**src/rtl/core/psas_pkg.sv**
```systemverilog
// Shared types and constants for the slot admission scheduler.
// No dependencies; imported by every module of the block.
package psas_pkg;

  localparam int QUEUE_DEPTH_DEF = 16;
  localparam int TAG_BITS_DEF    = 8;
  localparam int TAG_FIELD_BITS  = 8;
  localparam int TAG_WIDE_BITS   = 16;
  localparam int COST_BITS       = 32;
  localparam int SLOT_BITS       = 8;
  localparam int GRANT_CNT_BITS  = 16;
  localparam int CFG_ADDR_BITS   = 4;
  localparam int CFG_DATA_BITS   = 32;

  localparam logic [SLOT_BITS-1:0]      CPU_LIMIT_RST  = 8'd16;
  localparam logic [SLOT_BITS-1:0]      IO_LIMIT_RST   = 8'd16;

  typedef enum logic [1:0] {
    REG_CPU_LIMIT  = 2'd0,
    REG_IO_LIMIT   = 2'd1,
    REG_TAIL_EN    = 2'd2,
    REG_TAIL_COUNT = 2'd3
  } reg_idx_t;

  typedef enum logic {
    CMD_ARRIVE = 1'b0,
    CMD_FINISH = 1'b1
  } cmd_t;

  typedef struct packed {
    cmd_t                      cmd;
    logic [TAG_FIELD_BITS-1:0] request_tag;
    logic                      double_exec;
    logic [COST_BITS-1:0]      pushdown_cost;
    logic [COST_BITS-1:0]      pullup_cost;
    logic                      finished_on_io;
  } req_item_t;

  typedef struct packed {
    logic                      grant_valid;
    logic [TAG_FIELD_BITS-1:0] grant_tag;
    logic                      grant_on_io;
    logic                      was_queued;
    logic                      queue_overflow;
    logic                      tail_reached;
  } res_item_t;

  typedef struct packed {
    logic [SLOT_BITS-1:0]      cpu_limit;
    logic [SLOT_BITS-1:0]      io_limit;
    logic                      tail_en;
    logic [GRANT_CNT_BITS-1:0] tail_count;
    logic                      arm_write;
    logic                      arm_set;
  } cfg_t;

  typedef struct packed {
    logic load;
    logic exec;
  } dp_cmd_t;

endpackage

```
**src/rtl/core/pushdown_slot_admission_scheduler_top.sv**
```systemverilog
// Slot admission scheduler for a CPU (pushdown) pool and an IO (pushback) pool.
// Channels: req (arrive/finish event) in, res (grant/queue status) out, both
// valid/stall; an event is taken when valid is high and stall is low.
// Configuration: APB-style port, cpu limit at 0x0, io limit at 0x4, tail
// enable at 0x8, tail count at 0xC; pready is always high. Write only idle.
// Every event yields exactly one res beat.
// Timing: an event is taken in idle and executed in the execute state once
// the output register is free; the queue head entries read at accept are
// registered for execute; the res beat shows the cycle after execute. An event
// is only taken once the last has executed, due to the registered queue read.
// Stall: the res beat holds while res_stall is high; one more event is taken
// and waits in execute until the output register frees, then req stalls.
// Reset (rst, synchronous): queues empty, slot and grant counters zero, tail
// check disarmed, limits back to 16. Queue memories are not cleared.
// Depends on psas_pkg, psas_regs, psas_ctrl and psas_datapath.
module pushdown_slot_admission_scheduler_top #(
  parameter int QUEUE_DEPTH = psas_pkg::QUEUE_DEPTH_DEF,
  parameter int TAG_BITS    = psas_pkg::TAG_BITS_DEF
) (
  input  logic                                clk,
  input  logic                                rst,
  input  logic                                req_valid,
  output logic                                req_stall,
  input  psas_pkg::req_item_t                 req,
  output logic                                res_valid,
  input  logic                                res_stall,
  output psas_pkg::res_item_t                 res,
  input  logic                                psel,
  input  logic                                penable,
  input  logic                                pwrite,
  input  logic [psas_pkg::CFG_ADDR_BITS-1:0]  paddr,
  input  logic [psas_pkg::CFG_DATA_BITS-1:0]  pwdata,
  output logic [psas_pkg::CFG_DATA_BITS-1:0]  prdata,
  output logic                                pready
);
  import psas_pkg::*;

  cfg_t    cfg;
  dp_cmd_t dp_cmd;

  psas_regs u_regs (
    .clk     (clk),
    .rst     (rst),
    .psel    (psel),
    .penable (penable),
    .pwrite  (pwrite),
    .paddr   (paddr),
    .pwdata  (pwdata),
    .prdata  (prdata),
    .pready  (pready),
    .cfg     (cfg)
  );

  psas_ctrl u_ctrl (
    .clk       (clk),
    .rst       (rst),
    .req_valid (req_valid),
    .req_stall (req_stall),
    .res_valid (res_valid),
    .res_stall (res_stall),
    .cmd       (dp_cmd)
  );

  psas_datapath #(
    .QUEUE_DEPTH (QUEUE_DEPTH),
    .TAG_BITS    (TAG_BITS)
  ) u_dp (
    .clk (clk),
    .rst (rst),
    .cmd (dp_cmd),
    .cfg (cfg),
    .req (req),
    .res (res)
  );

endmodule

```
**src/rtl/core/psas_regs.sv**
```systemverilog
// Configuration register file behind the APB-style port.
// Depends on psas_pkg for register indexes and the cfg_t bundle.
module psas_regs (
  input  logic                                clk,
  input  logic                                rst,
  input  logic                                psel,
  input  logic                                penable,
  input  logic                                pwrite,
  input  logic [psas_pkg::CFG_ADDR_BITS-1:0]  paddr,
  input  logic [psas_pkg::CFG_DATA_BITS-1:0]  pwdata,
  output logic [psas_pkg::CFG_DATA_BITS-1:0]  prdata,
  output logic                                pready,
  output psas_pkg::cfg_t                      cfg
);
  import psas_pkg::*;

  logic [SLOT_BITS-1:0]      cpu_limit;
  logic [SLOT_BITS-1:0]      io_limit;
  logic                      tail_en;
  logic [GRANT_CNT_BITS-1:0] tail_count;
  logic                      wr;
  reg_idx_t                  idx;

  assign pready = 1'b1;
  assign wr     = psel && penable && pwrite;
  assign idx    = reg_idx_t'(paddr[CFG_ADDR_BITS-1:2]);

  always_ff @(posedge clk) begin
    if (rst) begin
      cpu_limit  <= CPU_LIMIT_RST;
      io_limit   <= IO_LIMIT_RST;
      tail_en    <= 1'b0;
      tail_count <= '0;
    end else if (wr) begin
      case (idx)
        REG_CPU_LIMIT:  cpu_limit  <= pwdata[SLOT_BITS-1:0];
        REG_IO_LIMIT:   io_limit   <= pwdata[SLOT_BITS-1:0];
        REG_TAIL_EN:    tail_en    <= pwdata[0];
        REG_TAIL_COUNT: tail_count <= pwdata[GRANT_CNT_BITS-1:0];
        default: ;
      endcase
    end
  end

  always_comb begin
    case (idx)
      REG_CPU_LIMIT:  prdata = CFG_DATA_BITS'(cpu_limit);
      REG_IO_LIMIT:   prdata = CFG_DATA_BITS'(io_limit);
      REG_TAIL_EN:    prdata = CFG_DATA_BITS'(tail_en);
      REG_TAIL_COUNT: prdata = CFG_DATA_BITS'(tail_count);
      default:        prdata = '0;
    endcase
  end

  // arming follows the value being written, not the stored one
  always_comb begin
    cfg.cpu_limit  = cpu_limit;
    cfg.io_limit   = io_limit;
    cfg.tail_en    = tail_en;
    cfg.tail_count = tail_count;
    cfg.arm_write  = wr && (idx == REG_TAIL_COUNT);
    cfg.arm_set    = pwdata[GRANT_CNT_BITS-1:0] != '0;
  end

endmodule

```
**src/rtl/core/psas_ctrl.sv**
```systemverilog
// Sequencer: accept, execute, and the output beat handshake.
// Depends on psas_pkg for the datapath command bundle.
module psas_ctrl (
  input  logic              clk,
  input  logic              rst,
  input  logic              req_valid,
  output logic              req_stall,
  output logic              res_valid,
  input  logic              res_stall,
  output psas_pkg::dp_cmd_t cmd
);
  import psas_pkg::*;

  typedef enum logic [1:0] {
    ST_IDLE = 2'b01,
    ST_EXEC = 2'b10
  } state_t;

  state_t state, state_next;

  assign req_stall = (state != ST_IDLE);
  assign cmd.load  = (state == ST_IDLE) && req_valid;
  // execute only once the output register can take the beat
  assign cmd.exec  = (state == ST_EXEC) && (!res_valid || !res_stall);

  always_comb begin
    case (state)
      ST_IDLE: state_next = req_valid ? ST_EXEC : ST_IDLE;
      ST_EXEC: state_next = cmd.exec ? ST_IDLE : ST_EXEC;
      default: state_next = ST_IDLE;
    endcase
  end

  always_ff @(posedge clk) begin
    if (rst) begin
      state     <= ST_IDLE;
      res_valid <= 1'b0;
    end else begin
      state <= state_next;
      if (cmd.exec) begin
        res_valid <= 1'b1;
      end else if (!res_stall) begin
        res_valid <= 1'b0;
      end
    end
  end

endmodule

```
**src/rtl/core/psas_datapath.sv**
```systemverilog
// Wait queues, slot and grant counters, and the admission decision.
// Depends on psas_pkg; driven by psas_ctrl commands and psas_regs config.
module psas_datapath #(
  parameter int QUEUE_DEPTH = psas_pkg::QUEUE_DEPTH_DEF,
  parameter int TAG_BITS    = psas_pkg::TAG_BITS_DEF
) (
  input  logic                clk,
  input  logic                rst,
  input  psas_pkg::dp_cmd_t   cmd,
  input  psas_pkg::cfg_t      cfg,
  input  psas_pkg::req_item_t req,
  output psas_pkg::res_item_t res
);
  import psas_pkg::*;

  localparam int ADDR_BITS = $clog2(QUEUE_DEPTH);
  localparam int CNT_BITS  = $clog2(QUEUE_DEPTH + 1);
  localparam int SUM_BITS  = CNT_BITS + 1;

  logic [TAG_BITS-1:0]  reg_q [QUEUE_DEPTH];
  logic [TAG_BITS-1:0]  dbl_q [QUEUE_DEPTH];
  logic [TAG_BITS-1:0]  reg_rd, dbl_rd;
  req_item_t            item;

  logic [ADDR_BITS-1:0] reg_head, dbl_head, reg_head_next, dbl_head_next;
  logic [CNT_BITS-1:0]  reg_count, dbl_count;
  logic [SLOT_BITS-1:0] cpu_used, io_used, cpu_base, io_base;
  logic [GRANT_CNT_BITS-1:0] granted, gc_inc;
  logic                 tail_armed;

  logic [TAG_WIDE_BITS-1:0] tag_wide, gtag_wide;
  logic [TAG_BITS-1:0]  tag_in, g_tag;
  logic [SUM_BITS-1:0]  reg_sum, dbl_sum;
  logic [ADDR_BITS-1:0] reg_wr_addr, dbl_wr_addr;
  logic cpu_free, io_free, reg_empty, dbl_empty, reg_full, dbl_full, pd_first;
  logic grant, g_io, queued, ovf, tail_hit, count_reg;
  logic reg_push, reg_pop, dbl_push, dbl_pop;

  // head entries are read at accept so they are registered for execute
  always_ff @(posedge clk) begin
    if (cmd.load) begin
      item   <= req;
      reg_rd <= reg_q[reg_head];
      dbl_rd <= dbl_q[dbl_head];
    end
  end

  always_ff @(posedge clk) begin
    if (cmd.exec && reg_push) begin
      reg_q[reg_wr_addr] <= tag_in;
    end
    if (cmd.exec && dbl_push) begin
      dbl_q[dbl_wr_addr] <= tag_in;
    end
  end

  assign tag_wide  = TAG_WIDE_BITS'(item.request_tag);
  assign tag_in    = tag_wide[TAG_BITS-1:0];
  assign cpu_free  = cpu_used < cfg.cpu_limit;
  assign io_free   = io_used < cfg.io_limit;
  assign reg_empty = reg_count == '0;
  assign dbl_empty = dbl_count == '0;
  assign reg_full  = reg_count == CNT_BITS'(QUEUE_DEPTH);
  assign dbl_full  = dbl_count == CNT_BITS'(QUEUE_DEPTH);
  assign pd_first  = item.pushdown_cost <= item.pullup_cost;

  // tail = head + count, wrapped once
  always_comb begin
    reg_sum = SUM_BITS'(reg_head) + SUM_BITS'(reg_count);
    dbl_sum = SUM_BITS'(dbl_head) + SUM_BITS'(dbl_count);
    if (reg_sum >= SUM_BITS'(QUEUE_DEPTH)) reg_sum = reg_sum - SUM_BITS'(QUEUE_DEPTH);
    if (dbl_sum >= SUM_BITS'(QUEUE_DEPTH)) dbl_sum = dbl_sum - SUM_BITS'(QUEUE_DEPTH);
    reg_wr_addr = reg_sum[ADDR_BITS-1:0];
    dbl_wr_addr = dbl_sum[ADDR_BITS-1:0];
  end

  always_comb begin
    grant     = 1'b0;
    g_io      = 1'b0;
    g_tag     = '0;
    queued    = 1'b0;
    ovf       = 1'b0;
    count_reg = 1'b0;
    reg_push  = 1'b0;
    reg_pop   = 1'b0;
    dbl_push  = 1'b0;
    dbl_pop   = 1'b0;
    cpu_base  = cpu_used;
    io_base   = io_used;
    case (item.cmd)
      CMD_ARRIVE: begin
        if (!item.double_exec) begin
          if (reg_empty) begin
            if (pd_first ? cpu_free : io_free) begin
              grant = 1'b1;
              g_io  = !pd_first;
            end else if (pd_first ? io_free : cpu_free) begin
              grant = 1'b1;
              g_io  = pd_first;
            end
          end
          if (grant) begin
            g_tag     = tag_in;
            count_reg = 1'b1;
          end else if (!reg_full) begin
            reg_push = 1'b1;
            queued   = 1'b1;
          end else begin
            ovf = 1'b1;
          end
        end else begin
          if (reg_empty && dbl_empty && cpu_free) begin
            grant = 1'b1;
            g_tag = tag_in;
          end else if (!dbl_full) begin
            dbl_push = 1'b1;
            queued   = 1'b1;
          end else begin
            ovf = 1'b1;
          end
        end
      end
      CMD_FINISH: begin
        // release saturates at zero
        if (item.finished_on_io) begin
          if (io_used != '0) io_base = io_used - 1'b1;
        end else begin
          if (cpu_used != '0) cpu_base = cpu_used - 1'b1;
        end
        if (!reg_empty) begin
          grant     = 1'b1;
          reg_pop   = 1'b1;
          g_tag     = reg_rd;
          g_io      = item.finished_on_io;
          count_reg = 1'b1;
        end else if (cfg.tail_en && !dbl_empty && (cpu_base < cfg.cpu_limit)) begin
          grant   = 1'b1;
          dbl_pop = 1'b1;
          g_tag   = dbl_rd;
        end
      end
      default: ;
    endcase
  end

  assign gc_inc   = granted + 1'b1;
  assign tail_hit = count_reg && cfg.tail_en && tail_armed && (gc_inc == cfg.tail_count);

  assign reg_head_next = (reg_head == ADDR_BITS'(QUEUE_DEPTH - 1)) ? '0 : reg_head + 1'b1;
  assign dbl_head_next = (dbl_head == ADDR_BITS'(QUEUE_DEPTH - 1)) ? '0 : dbl_head + 1'b1;

  always_ff @(posedge clk) begin
    if (rst) begin
      reg_head   <= '0;
      reg_count  <= '0;
      dbl_head   <= '0;
      dbl_count  <= '0;
      cpu_used   <= '0;
      io_used    <= '0;
      granted    <= '0;
      tail_armed <= 1'b0;
    end else begin
      if (cmd.exec) begin
        if (reg_pop) reg_head <= reg_head_next;
        if (dbl_pop) dbl_head <= dbl_head_next;
        if (reg_push) begin
          reg_count <= reg_count + 1'b1;
        end else if (reg_pop) begin
          reg_count <= reg_count - 1'b1;
        end
        if (dbl_push) begin
          dbl_count <= dbl_count + 1'b1;
        end else if (dbl_pop) begin
          dbl_count <= dbl_count - 1'b1;
        end
        cpu_used <= cpu_base + SLOT_BITS'(grant && !g_io);
        io_used  <= io_base + SLOT_BITS'(grant && g_io);
        if (count_reg && cfg.tail_en) begin
          granted <= tail_hit ? '0 : gc_inc;
        end
      end
      if (cfg.arm_write) begin
        tail_armed <= cfg.arm_set;
      end else if (cmd.exec && tail_hit) begin
        tail_armed <= 1'b0;
      end
    end
  end

  assign gtag_wide = TAG_WIDE_BITS'(g_tag);

  always_ff @(posedge clk) begin
    if (cmd.exec) begin
      res.grant_valid    <= grant;
      res.grant_tag      <= gtag_wide[TAG_FIELD_BITS-1:0];
      res.grant_on_io    <= g_io;
      res.was_queued     <= queued;
      res.queue_overflow <= ovf;
      res.tail_reached   <= tail_hit;
    end
  end

endmodule

```
**config.mk**
```make
export PLATFORM = sky130hd
export DESIGN_NAME = pushdown_slot_admission_scheduler_top
export DESIGN_NICKNAME = d
export VERILOG_FILES = /design/src/rtl/core/psas_pkg.sv /design/src/rtl/core/pushdown_slot_admission_scheduler_top.sv /design/src/rtl/core/psas_regs.sv /design/src/rtl/core/psas_ctrl.sv /design/src/rtl/core/psas_datapath.sv
export SDC_FILE = /design/constraint.sdc
export NUM_CORES = 1
export LEC_CHECK = 0
export ABC_AREA = 1
export ABC_CLOCK_PERIOD_IN_PS = 9100
export BUFFER_PORTS_ARGS = -buffer_cell sky130_fd_sc_hd__buf_2
export CAP_MARGIN = 20
export CORE_MARGIN = 3
export CORE_UTILIZATION = 30
export CTS_CLUSTER_DIAMETER = 60
export DETAILED_ROUTE_END_ITERATION = 8
export GPL_ROUTABILITY_DRIVEN = 0
export GPL_TIMING_DRIVEN = 0
export PLACE_DENSITY = 0.47
export SLEW_MARGIN = 20
export SYNTH_ARGS = -nofsm -noshare
export SYNTH_HDL_FRONTEND = slang
export SYNTH_SLANG_ARGS = --single-unit
```
**constraint.sdc**
```tcl
create_clock -name clk -period 9.1 [get_ports clk]
set_input_delay 0.455 -clock clk [delete_from_list [all_inputs] [get_ports clk]]
set_output_delay 0.455 -clock clk [all_outputs]
set_load 0.05 [all_outputs]
```
==> run metrics <==
status finished clean; crit path to u_dp.cpu_used[6]; Yosys cell types 49; minimum clock period 4.404 ns; Total Wirelength 56,660 µm; FF+latch count, synth 447; CTS tree built; clk slew on worst S/H paths 0.06 ns; CTS max path bufs 3; Worst path max stage delay 0.64 ns; Die Y 267.4 µm; footprint of the multi-input gates 0.006868 mm²; power density over cell area 198.4 mW/mm²; DRT iter0 DRCs 1,294; CP Capture Type register; first drt pass iteration count 5; total number of vias 14,915; Worst Hold Class input pin to register; Peak Freq 227.1 MHz; Crit-path slowest cell nor4_2; CTS H-tree lvls 2; worst r2r src u_dp.item[0]; max-slew violation count 0; CP Cell Sequence inv_1 -> nand4_1 -> nor2_1 -> nand3_1 -> nor2_1 -> nand3b_1 -> inv_1 -> ha_1 -> nand2_1 -> nand2_1 -> nor4_2 -> nand2_1 -> nand2_1 -> o21ai_0 -> nor2_1 -> ha_1 -> ha_1 -> nand4_1 -> nor2_1 -> o21ai_0 -> o21ai_0 -> inv_1; Syn Std Cell Area 0.02050 mm²; Setup TNS 0 ns; Routed WL per cell 18.29 µm; CTS buffer count 52; Clock Skew 0.02997 ns; core area 0.06740 mm²; post-detailed-route count of antenna-violating nets 0; RSZ-0062 raised after global routing false; PortBufs 129; total grt overflow 0; proportion of layout cells with a drive suffix above 1 13.48%; Final #Nets 2,381; detailed placer's ending HPWL 40,690 µm; crit path launch u_dp.item[0]; ys async rst share 0%; filler cell count in the final layout 6,750; crit path kind register to register; Hold Startpoint req[69]; worst reg2reg path depth 22; part of the cycle the worst path needs 48.39%; number of gates resized after CTS 0; # IOs 166; hold slack 0.04136 ns; # rows 95; GRT Overall Usage 15.63%; most frequent cells in the layout edfxtp_1, nand2_1, nor2_1, o21ai_0, inv_1; Die ar. 0.07149 mm²; Cell Area, Placed 0.02250 mm²; worst path required time 9.59 ns; r2r endpoint u_dp.cpu_used[6]; # DRC 0; Synth warnings 0; Worst Setup Start Kind register; slew at the pin closest to its max-slew limit 0.9719 ns; syn avg cell area 10.43 µm²; Post-Place Cells 2,994; Clk Latency, worst-skew pair 0.60 ns; Seq/Total Area, Yosys 61.24%; Most used DFF post-synth edfxtp_1; CP Data Arrival Time 4.89 ns; Synth-to-Final Area Change 18.62%; antenna violations before repair 0; Leak Pwr 9.211 nW; reg2reg setup slack 4.70 ns; final-report setup violation count 0; max-cap violation count 0; post-CTS setup buffers 0; Root Buffer clkbuf_16; vias per cell 4.814; antenna cell count 0; Final Cell Area 0.02431 mm²; die width 267.4 µm; global-route wire length before repair 86,550 µm; Layout Cells excl Fill 3,098; CTS Sinks 447; Max VDD drop 120.7 µV; largest net degree at the start of global routing 74; Post-Synthesis Cells 1,965; Initial Util 30.41%; # hold bufs at CTS 7; Relative slew margins 34.97%; number of synthesized flops with an enable pin 360; Seq. cell area 0.01255 mm²; Fin. Hold Viols 0; number of global-route vias before repair 14,753; commonest non-fill, non-tap cell in the layout edfxtp_1; critical-path maximum fanout 9
power by group:
group / internal [mW] / total, mW / switching (mW)
sequential: 2.29 / 2.33 / 0.0349
clock: 1.23 / 2.09 / 0.863
combinational: 0.133 / 0.404 / 0.272
total: 3.65 / 4.82 / 1.17
synthesized netlist by cell type, types with 3 or more instances:
cell type / n / area share [%]
nor3_1: 11 / 0.27
inv_2: 8 / 0.15
a21oi_2: 8 / 0.34
o21a_1: 5 / 0.18
nand3_2: 13 / 0.63
nand4_1: 23 / 0.70
edfxtp_1: 360 / 53
a32oi_1: 8 / 0.34
a21oi_1: 96 / 2.3
or2_2: 6 / 0.18
nand3_1: 77 / 1.9
xor2_1: 24 / 1.0
o21ai_0: 214 / 5.2
dfxtp_1: 87 / 8.5
clkinv_1: 5 / 0.092
nor4_1: 5 / 0.15
nand2_1: 285 / 5.2
xnor2_1: 5 / 0.21
o221ai_1: 35 / 1.5
nor2_2: 5 / 0.15
nand2_2: 8 / 0.24
inv_1: 186 / 3.4
nor3_4: 3 / 0.24
nand3b_1: 9 / 0.33
ha_1: 77 / 4.7
clkbuf_1: 62 / 1.1
fa_1: 3 / 0.29
buf_4: 17 / 0.62
o211ai_1: 13 / 0.48
o21ai_1: 6 / 0.15
o21bai_1: 3 / 0.11
nor2_1: 238 / 4.4
o22ai_1: 39 / 1.2
per-stage QoR:
| step | setup slack (ns) | util (%) | power, mW |
|---|---|---|---|
| global route | 4.276 | 36.07 | 5.024 |
| floorplan | 5.707 | - | 2.615 |
| finish | 4.696 | 36.07 | 4.824 |
| CTS | 4.391 | 36.02 | 4.887 |
| global placement | 4.444 | 33.07 | 2.755 |
| detailed placement | 4.390 | 33.39 | 2.773 |
registers in the layout, summed over array words and instances (netlist names):
| register | count |
|---|---|
| u_regs.cpu_limit | 8 |
| u_regs.tail_count | 16 |
| u_regs.tail_en | 1 |
| u_dp.reg_count | 5 |
| u_dp.cpu_used | 8 |
| u_regs.io_limit | 8 |
| u_dp.dbl_count | 5 |
| u_dp.io_used | 8 |
| u_ctrl.state | 2 |
| u_dp.dbl_q | 128 |
| u_dp.item | 67 |
| u_dp.reg_q | 128 |
| u_dp.dbl_head | 4 |
| u_ctrl.res_valid | 1 |
| u_dp.tag_in | 8 |
| u_dp.res | 13 |
| u_dp.dbl_rd | 8 |
| u_dp.granted | 16 |
| u_dp.tail_armed | 1 |
| u_dp.reg_head | 4 |
| u_dp.reg_rd | 8 |
worst max-delay path, delay by kind of cell (launching register included):
family	cells	cell delay [ns]
buffers and inverters	3	0.25
DFF	1	0.48
AOI/OAI and AO/OA	3	0.41
and+or+nand+nor	13	2.49
adders and majority gates	3	0.69
cell type report:
class / instances / area share (%)
inverter: 199 / 3.093
clock buffer: 63 / 5.692
tap: 873 / 4.493
timing repair buffer: 149 / 3.901
clock inverter: 33 / 1.333
buffer: 82 / 1.611
multi-input combinational: 1252 / 28.25
sequential: 447 / 51.63
routing by layer:
layer / share of wire [%] / global-route usage (%) / vias to the layer above
met5: 0 / 0 / -
met4: 2.4 / 4.357 / 0
met3: 5.5 / 2.435 / 84
met2: 46 / 25.43 / 413
met1: 46 / 21.68 / 7106
li1: - / - / 7312
worst min-delay path by stage:
stage                                    end  slack, ns  cells after the start
after floorplan           u_regs.io_limit[1]       0.45                      2
after global placement     u_dp.dbl_count[4]       0.47                      2
after detailed placement   u_dp.dbl_count[4]       0.47                      2
after CTS                     u_dp.tag_in[3]     0.0007                      1
after global routing           u_dp.item[49]      0.006                      1
final                         u_dp.tag_in[3]       0.04                      1
cell families after synthesis:
family | Yosys count | share of synthesized area [%]
AOI/OAI and AO/OA | 434 | 12.11
adders and majority gates | 80 | 4.994
and+or+nand+nor | 692 | 14.82
xor gates and xnor gates | 29 | 1.239
other | 2 | 0.03664
DFF | 447 | 61.24
buffers and inverters | 281 | 5.555
No activity file was read; power rests on OpenSTA's default activity.
